[src/rtl/nnsp_pkg.sv]
// Package with shared types, codes and the character check for the septet packer.
`timescale 1ns / 1ps
package nnsp_pkg;

  typedef enum logic [1:0] {
    ROLE_DATA   = 2'd0,
    ROLE_LENGTH = 2'd1,
    ROLE_HEADER = 2'd2
  } role_e;

  localparam int unsigned ResMax   = 4;
  localparam int unsigned ResCntW  = 3;
  localparam logic [7:0]  HdrBase  = 8'h80;

  typedef struct packed {
    logic [7:0] out_byte;
    role_e      role;
    logic       end_of_name;
    logic       encode_error;
  } res_t;

  function automatic logic allowed_char(input logic [7:0] c);
    logic ok;
    ok = (c == 8'h0A) || (c == 8'h0D) ||
         (c inside {[8'h20:8'h3F]}) ||
         (c inside {[8'h41:8'h5A]}) ||
         (c inside {[8'h61:8'h7A]});
    return ok;
  endfunction

endpackage

[src/rtl/network_name_septet_packer_top.sv]
// Top level of the network name septet packer: per-name state and result queue.
//
//  channel | direction | signals                                         | accepted when
//  in      | input     | character_i, final_char_i                       | in_valid_i & in_ready_o
//  out     | output    | out_byte_o, byte_role_o, end_of_name_o,
//          |           | encode_error_o                                  | out_valid_o & out_ready_i
//
// Each accepted character's results (none, one, or up to four on the final character)
// are loaded into a four-slot result queue and shown one per cycle while out_ready_i
// is high. A new character is taken while the queue is empty or its last result
// leaves, so a name streams at one character per cycle while the output does not
// stall; after a final character, the next waits until the last of its results leaves.
// Reset clears the packing state and empties the queue. A stall on the output holds
// the queue and closes in_ready_o while any result is queued.
`timescale 1ns / 1ps
module network_name_septet_packer_top #(
  parameter int unsigned MAX_CHARS = 10
) (
  input  logic       clk_i,
  input  logic       rst_ni,
  input  logic       in_valid_i,
  output logic       in_ready_o,
  input  logic [7:0] character_i,
  input  logic       final_char_i,
  output logic       out_valid_o,
  input  logic       out_ready_i,
  output logic [7:0] out_byte_o,
  output logic [1:0] byte_role_o,
  output logic       end_of_name_o,
  output logic       encode_error_o
);

  localparam int unsigned CntW = $clog2(MAX_CHARS + 1);

  // Per-name packing state
  logic [7:0]      pending_q, pending_d;
  logic [2:0]      bitpos_q, bitpos_d;
  logic [CntW-1:0] chars_q, chars_d;
  logic [CntW-1:0] octets_q, octets_d;
  logic            failed_q, failed_d;

  // Result queue; slot 0 is at the output
  nnsp_pkg::res_t                   slot_q [nnsp_pkg::ResMax];
  nnsp_pkg::res_t                   slot_d [nnsp_pkg::ResMax];
  logic [nnsp_pkg::ResCntW-1:0]     cnt_q, cnt_d;

  nnsp_pkg::res_t                   res_new [nnsp_pkg::ResMax];
  logic [nnsp_pkg::ResCntW-1:0]     n_new;

  logic        in_fire, out_fire;
  logic        char_bad;
  logic [14:0] acc;
  logic [7:0]  len_byte;
  logic [2:0]  spare;

  assign out_valid_o = (cnt_q != '0);
  assign out_fire    = out_valid_o && out_ready_i;
  assign in_ready_o  = (cnt_q == '0) ||
                       ((cnt_q == nnsp_pkg::ResCntW'(1)) && out_ready_i);
  assign in_fire     = in_valid_i && in_ready_o;

  assign out_byte_o     = slot_q[0].out_byte;
  assign byte_role_o    = slot_q[0].role;
  assign end_of_name_o  = slot_q[0].end_of_name;
  assign encode_error_o = slot_q[0].encode_error;

  assign char_bad = !nnsp_pkg::allowed_char(character_i) ||
                    (chars_q >= CntW'(MAX_CHARS));
  assign acc      = {7'd0, pending_q} | ({8'd0, character_i[6:0]} << bitpos_q);

  // Work out the results of the offered character and the next packing state
  always_comb begin
    pending_d = pending_q;
    bitpos_d  = bitpos_q;
    chars_d   = chars_q;
    octets_d  = octets_q;
    failed_d  = failed_q;
    n_new     = '0;
    len_byte  = '0;
    spare     = '0;
    for (int i = 0; i < nnsp_pkg::ResMax; i++) begin
      res_new[i] = '{out_byte: 8'd0, role: nnsp_pkg::ROLE_DATA,
                     end_of_name: 1'b0, encode_error: 1'b0};
    end

    if (failed_q) begin
      // drop the rest of the name
    end else if (char_bad) begin
      res_new[0] = '{out_byte: 8'd0, role: nnsp_pkg::ROLE_DATA,
                     end_of_name: final_char_i, encode_error: 1'b1};
      n_new      = nnsp_pkg::ResCntW'(1);
      failed_d   = 1'b1;
    end else begin
      chars_d = chars_q + CntW'(1);
      if (bitpos_q != 3'd0) begin
        res_new[0].out_byte = acc[7:0];
        n_new     = nnsp_pkg::ResCntW'(1);
        octets_d  = octets_q + CntW'(1);
        pending_d = {1'b0, acc[14:8]};
        bitpos_d  = bitpos_q - 3'd1;
      end else begin
        pending_d = acc[7:0];
        bitpos_d  = 3'd7;
      end

      if (final_char_i) begin
        len_byte = 8'(octets_d) + 8'd1;
        if (bitpos_d != 3'd0) begin
          res_new[n_new[1:0]].out_byte = pending_d;
          n_new    = n_new + nnsp_pkg::ResCntW'(1);
          len_byte = len_byte + 8'd1;
        end
        res_new[n_new[1:0]].out_byte = len_byte;
        res_new[n_new[1:0]].role     = nnsp_pkg::ROLE_LENGTH;
        n_new = n_new + nnsp_pkg::ResCntW'(1);
        spare = 3'd0 - bitpos_d;
        res_new[n_new[1:0]].out_byte    = nnsp_pkg::HdrBase | {5'd0, spare};
        res_new[n_new[1:0]].role        = nnsp_pkg::ROLE_HEADER;
        res_new[n_new[1:0]].end_of_name = 1'b1;
        n_new = n_new + nnsp_pkg::ResCntW'(1);
      end
    end

    // clear per-name state on the final character
    if (final_char_i) begin
      pending_d = '0;
      bitpos_d  = '0;
      chars_d   = '0;
      octets_d  = '0;
      failed_d  = 1'b0;
    end
  end

  // Load the queue on a new transaction, otherwise advance it on a pop
  always_comb begin
    slot_d = slot_q;
    cnt_d  = cnt_q;
    if (in_fire) begin
      slot_d = res_new;
      cnt_d  = n_new;
    end else if (out_fire) begin
      for (int i = 0; i < nnsp_pkg::ResMax - 1; i++) begin
        slot_d[i] = slot_q[i+1];
      end
      cnt_d = cnt_q - nnsp_pkg::ResCntW'(1);
    end
  end

  always_ff @(posedge clk_i or negedge rst_ni) begin
    if (!rst_ni) begin
      pending_q <= '0;
      bitpos_q  <= '0;
      chars_q   <= '0;
      octets_q  <= '0;
      failed_q  <= 1'b0;
      cnt_q     <= '0;
    end else begin
      cnt_q <= cnt_d;
      if (in_fire) begin
        pending_q <= pending_d;
        bitpos_q  <= bitpos_d;
        chars_q   <= chars_d;
        octets_q  <= octets_d;
        failed_q  <= failed_d;
      end
    end
  end

  always_ff @(posedge clk_i) begin
    slot_q <= slot_d;
  end

endmodule

[config.mk]
export PLATFORM = sky130hd
export DESIGN_NAME = network_name_septet_packer_top
export DESIGN_NICKNAME = d
export VERILOG_FILES = /design/src/rtl/nnsp_pkg.sv /design/src/rtl/network_name_septet_packer_top.sv
export SDC_FILE = /design/constraint.sdc
export NUM_CORES = 1
export LEC_CHECK = 0
export BUFFER_PORTS_ARGS = -buffer_cell sky130_fd_sc_hd__buf_2
export CAP_MARGIN = 20
export CORE_MARGIN = 4
export CORE_UTILIZATION = 45
export CTS_CLUSTER_SIZE = 30
export DETAILED_ROUTE_END_ITERATION = 8
export HOLD_SLACK_MARGIN = 0.12
export PLACE_DENSITY = 0.66
export SYNTH_ARGS = -nofsm -noshare
export SYNTH_HDL_FRONTEND = slang
export SYNTH_SLANG_ARGS = --single-unit
[constraint.sdc]
create_clock -name clk_i -period 6.7 [get_ports clk_i]
set_input_delay 0.335 -clock clk_i [delete_from_list [all_inputs] [get_ports clk_i]]
set_output_delay 0.335 -clock clk_i [all_outputs]
set_load 0.01 [all_outputs]
==> results of run 1 <==
==> critical path: stages, from the launching register on <==
cell and delay [ps]:
dfrtp_1 640, inv_1 240, ha_1 420, nor3_1 200
a21o_1 130, ha_1 410, inv_1 190, ha_1 360
nand2_1 200, and3_1 290, a2111oi_0 300, nor4_1 120
a32oi_1 210, o21ai_0 140
==> stage by stage <==
step           worst slack (ps)  util, %  power (uW)
2_1_floorplan              3200        -        1610
3_3_place_gp               2830     46.8        1850
3_5_place_dp               2670     46.8        1860
4_1_cts                    2630     49.2        2210
5_1_grt                    2170     49.2        2380
6_report                   2530     49.2        2210
==> state kept, by name, indices dropped and copies added, names as in the netlist <==
name	count
out_byte_o	8
slot_q	26
encode_error_o	1
pending_q	8
cnt_q	3
octets_q	4
chars_q	4
end_of_name_o	1
byte_role_o	2
failed_q	1
bitpos_q	3
==> layer usage <==
metal / global-route usage [%] / up-vias / wire length [um]
met2: 34.1 / 134 / 5130
met1: 27.1 / 1584 / 4410
li1: - / 1534 / -
met5: 0 / - / 0
met3: 3.69 / 30 / 680
met4: 9.99 / 0 / 391
==> power breakdown <==
group / internal, uW / leakage (uW) / switching (uW) / total, uW
clock: 174 / 0.000100 / 165 / 339
sequential: 552 / 0.000671 / 118 / 670
combinational: 431 / 0.000943 / 773 / 1200
total: 1160 / 0.00171 / 1060 / 2210
==> final timing paths <==
path / startpoint / end / slack (ps) / cells past startpoint
worst min register to register: octets_q[3]$_DFFE_PN0P_ / octets_q[3]$_DFFE_PN0P_ / 510 / 1
worst min-delay path: out_ready_i / cnt_q[2]$_DFFE_PN0P_ / 320 / 4
worst max-delay path: bitpos_q[1]$_DFFE_PN0P_ / out_byte_o[4]$_DFFE_PP_ / 2530 / 13
worst max register to register: bitpos_q[1]$_DFFE_PN0P_ / out_byte_o[4]$_DFFE_PP_ / 2530 / 13
max in group asynchronous: rst_ni / bitpos_q[0]$_DFFE_PN0P_ / 5830 / 2
min in group asynchronous: rst_ni / chars_q[3]$_DFFE_PN0P_ / 500 / 2
==> cell families (layout without fill, tap and decap cells) <==
group	after synthesis	count (layout)	synth area share, %
AOI/OAI and AO/OA	135	135	24.3
and+or+nand+nor	118	118	14.7
DFF	61	61	42.9
buffers and inverters	54	65	7.53
adders and majority gates	16	16	5.00
muxes	12	12	3.38
xor gates and xnor gates	10	10	2.19
other	1	1	0.0937
==> cell usage after synthesis, types with 8 or more instances <==
| cell type | n |
|---|---|
| a22o_1 | 12 |
| ha_1 | 16 |
| nor2_1 | 23 |
| dfrtp_1 | 23 |
| nand2_1 | 38 |
| clkbuf_1 | 15 |
| a21oi_1 | 22 |
| xnor2_1 | 8 |
| nand3_1 | 13 |
| o31ai_1 | 14 |
| o21ai_0 | 26 |
| mux2i_1 | 9 |
| inv_1 | 15 |
| nor3_1 | 13 |
| buf_4 | 11 |
| edfxtp_1 | 38 |
==> area by class of cell <==
type	count	area, um^2	share of cell area, %
Multi-Input combinational cell	292	1980	46.5
Inverter	19	71.3	1.67
Clock buffer	9	124	2.90
Clock inverter	7	73.8	1.73
Timing Repair Buffer	30	163	3.81
Sequential cell	61	1720	40.2
Tap cell	108	135	3.17
==> out/metrics.csv, run 1 <==
metric;value;unit
final_cells;526;
synth_edf_count;38;
track_usage;21.0;%
status;completed;
start_util;46.1;%
avgSynthCellArea;9.83;um^2
clk_latency;350;ps
holdWs;323;ps
yosys.area.top_type;edfxtp_1;
min-delay-path-class;in -> reg;
vias_per_cell;6.24;
post-dp-hpwl;7540;um
end_kind;register;
peakVddDrop;0.000178;V
fp.dieW;102;um
drive_gt1_share;14.6;%
synthTopCellsByArea;edfxtp_1, dfrtp_1, ha_1;
via_count;3282;
ys_types;70;
grt_overflow;0;
ys_seq_elements;61;
setup_viol;0;
path_max_fanout;15;
wl_per_cell;20.2;um
drt-total-wl;10600;um
io_buffer_count;26;
place_congestion;0.929;
maxSlewHeadroom;45.8;%
yosys_warnings;0;
drc;0;
arrival;4230;ps
fin_area;4270;um^2
antennaDiodeCount;0;
final_cell_mix;nand2_1, edfxtp_1, o21ai_0, buf_2;
rsz0062_at_grt;no;
start_kind;register;
hold_buffers;1;
cts.sinks;61;
grt_max_degree;35;
max_slew.worst_pin.slew;813;ps
fin_nets;442;
core-area;8680;um^2
p_per_area;519;nW/um^2
synthesis.nets;436;
clk_pin_slew;80;ps
p_leak;0.00171;uW
drv_slew;0;
synthArstFlopShare;37.7;%
hold_viol;0;
synth_top_area_share;28.5;%
fmax;240;MHz
ios;27;
setup_tns;0;ps
cts_htree_levels;3;
cts_buffer_depth;2;
root_buffer;clkbuf_8;
post_cts_buffers;0;
fin_skew;10.3;ps
numCtsBuffers;9;
die_height;102;um
dp.cells;509;
dr.first_iter.drc_count;314;
required;6760;ps
synth_flop_cell;edfxtp_1;
grt_pass1_wl;16600;um
ant_nets;0;
cts-resized-gates;0;
timing.final.crit_period;4170;ps
nFillCells;792;
ys_seq_area_share;42.9;%
cts_tree;done;
placed_cell_area;4060;um^2
grt_antenna_before_repair;0;
grt_pass1_vias;3121;
crit_type;reg -> reg;
syn2layout_area_growth;6.63;%
timing.final.crit_share;62.3;%
rows;34;
die-area;10500;um^2
max_cap_viol_count;0;
first_pass_iters;5;
syn_area;4000;um^2
synthCells;407;
Note: power is estimated with default switching activity, not from simulation.
==> inputs of run 2 (changes only) <==
Clock period 6.7 ns to 4 ns, I/O delays scaled along.
==> run 2 against run 1 <==
  * Routed wire length rose by 2.2%
  * Critical endpoint unchanged
  * Highest routed layer unchanged
  * Critical path depth unchanged
  * First-iteration DRC count is 7.3% higher
  * Non-clock buffer count grew 8
  * Combinational power is 84% higher
  * Design area is 2.0% higher
  * Clock power is 85% higher
  * Register-to-register slack lost 2000 ps
  * Maximum frequency increased by 19%
==> out/metrics.csv, run 2 (synthesized netlist as in run 1, its figures left out) <==
metric;value;unit
status;completed;
r2r-start;bitpos_q[0]$_DFFE_PN0P_;
end_kind;register;
final_util;50.1;%
path_max_fanout;11;
drive_gt1_share;16.2;%
internal_power;2070;uW
ios;27;
pwr-share-seq;27.2;%
track_usage;21.5;%
post-dp-hpwl;7820;um
setup_tns;0;ps
dr_wl_met2;4840;um
switching_power;1820;uW
p_leak;0.00176;uW
p_per_area;894;nW/um^2
start_util;46.1;%
start_kind;register;
worstPathCellList;inv_2 > ha_1 > nor3_1 > a21o_1 > ha_1 > inv_1 > ha_1 > nand2_1 > and3_1 > a2111oi_0 > nor4_1 > a32oi_1 > o21ai_0;
p_sw_share;46.9;%
fmax;285;MHz
largest_reg_flops;26;
holdWs;188;ps
io_buffer_count;26;
max_slew.worst_pin.slew;802;ps
core-area;8680;um^2
comb_power_share;56.7;%
drt-total-wl;10800;um
nFillCells;816;
whs_path_depth;4;
grt_antenna_before_repair;0;
rows;34;
min-delay-path-class;in -> reg;
final_cell_mix;nand2_1, edfxtp_1, o21ai_0, buf_2;
r2r_end;out_byte_o[4]$_DFFE_PP_;
crit_type;reg -> reg;
first_pass_iters;4;
maxSlewHeadroom;46.6;%
fin_nets;450;
root_buffer;clkbuf_8;
drc;0;
ant_nets;0;
arrival;3570;ps
numCtsBuffers;9;
crit_slowest_cell;ha_1;
cts-resized-gates;0;
route.layer.met1.wl;4660;um
fin_skew;8.32;ps
met3_length;766;um
placed_cell_area;4120;um^2
fin_area;4350;um^2
hold_viol;0;
cts_buffer_depth;2;
worst-r2r-cell-count;13;
dr.first_iter.drc_count;337;
cp_common_cell;ha_1;
grt_overflow;0;
regMostFlops;slot_q;
drv_slew;0;
peakVddDrop;0.000297;V
timing.final.crit_share;87.7;%
grt_pass1_wl;17100;um
hold_end;cnt_q[2]$_DFFE_PN0P_;
cp-startpoint;bitpos_q[0]$_DFFE_PN0P_;
cts_htree_levels;3;
die-area;10500;um^2
worst-path-buf-inv;2;
hold_path_startpoint;out_ready_i;
rsz0062_at_grt;no;
via_count;3338;
clkPwrFrac;16.1;%
post_cts_buffers;0;
cp_slowest_stage_delay;420;ps
wl_per_cell;20.3;um
required;4070;ps
clk_pin_slew;70;ps
die_height;102;um
fp.dieW;102;um
max_cap_viol_count;0;
r2r_slack;490;ps
place_congestion;1.02;
grt_pass1_vias;3127;
multi_input_area;1980;um^2
regArea;1720;um^2
antennaDiodeCount;0;
vias_per_cell;6.25;
clk_latency;350;ps
path_delay_family;adder cells;
routed.top_layer;met4;
timing.final.crit_period;3510;ps
setup_viol;0;
cts.sinks;61;
grt_max_degree;35;
syn2layout_area_growth;8.72;%
cts_tree;done;
==> run 2: changes by cell type in the layout (fill, tap and decap cells not counted), sizes merged <==
| cell | previous run | this run |
|---|---|---|
| bufinv | 1 | 2 |
| clkinv | 5 | 3 |
| clkinvlp | 1 | 2 |
| buf | 29 | 37 |
==> run 2: what timing repair did <==
| item | CTS | global route |
|---|---|---|
| endpoints found under the hold margin | 23 | 0 |
| hold buffers | 1 | 0 |
| setup endpoints to repair | 0 | 0 |
==> run 2: final cells by class <==
cell class | count | share of cell area, %
Multi-Input combinational cell | 292 | 45.6
Sequential cell | 61 | 39.4
Timing Repair Buffer | 38 | 5.12
Tap cell | 108 | 3.11
Clock buffer | 9 | 2.85
Clock inverter | 7 | 2.24
Inverter | 19 | 1.64
==> run 2: worst max-delay path by stage <==
stage                         endpoint  slack [ps]  cells after the start
2_1_floorplan  out_byte_o[4]$_DFFE_PP_         500                     16
3_3_place_gp   out_byte_o[4]$_DFFE_PP_         790                     13
3_5_place_dp   out_byte_o[4]$_DFFE_PP_         590                     13
4_1_cts        out_byte_o[4]$_DFFE_PP_         580                     13
5_1_grt        out_byte_o[4]$_DFFE_PP_         340                     13
6_report       out_byte_o[4]$_DFFE_PP_         490                     13
==> run 2: per-layer routing <==
layer / global-route usage, % / vias to the layer above
met5: 0 / -
met1: 28.9 / 1574
met4: 12.3 / 0
li1: - / 1548
met2: 32.2 / 176
met3: 4.57 / 40
==> run 2: power groups by stage <==
stage / combinational [uW] / clock [uW] / sequential (uW)
6_report: 2210 / 627 / 1060
5_1_grt: 2400 / 662 / 1080
4_1_cts: 2150 / 632 / 1050
3_5_place_dp: 2140 / 0 / 1070
3_3_place_gp: 2120 / 0 / 1060
2_1_floorplan: 1680 / 0 / 1020
==> run 2: worst min-delay path, delay by kind of cell <==
family          cells  cell delay, ps
buf+inv             1             110
simple gates        2             130
compound gates      1              60
==> run 2: per-stage QoR <==
step                      instances  worst slack, ps  total power [uW]
after floorplan                 407              498              2700
after global placement          517              792              3170
after detailed placement        517              588              3210
after CTS                       534              582              3830
after global routing            534              336              4140
final                           534              492              3890
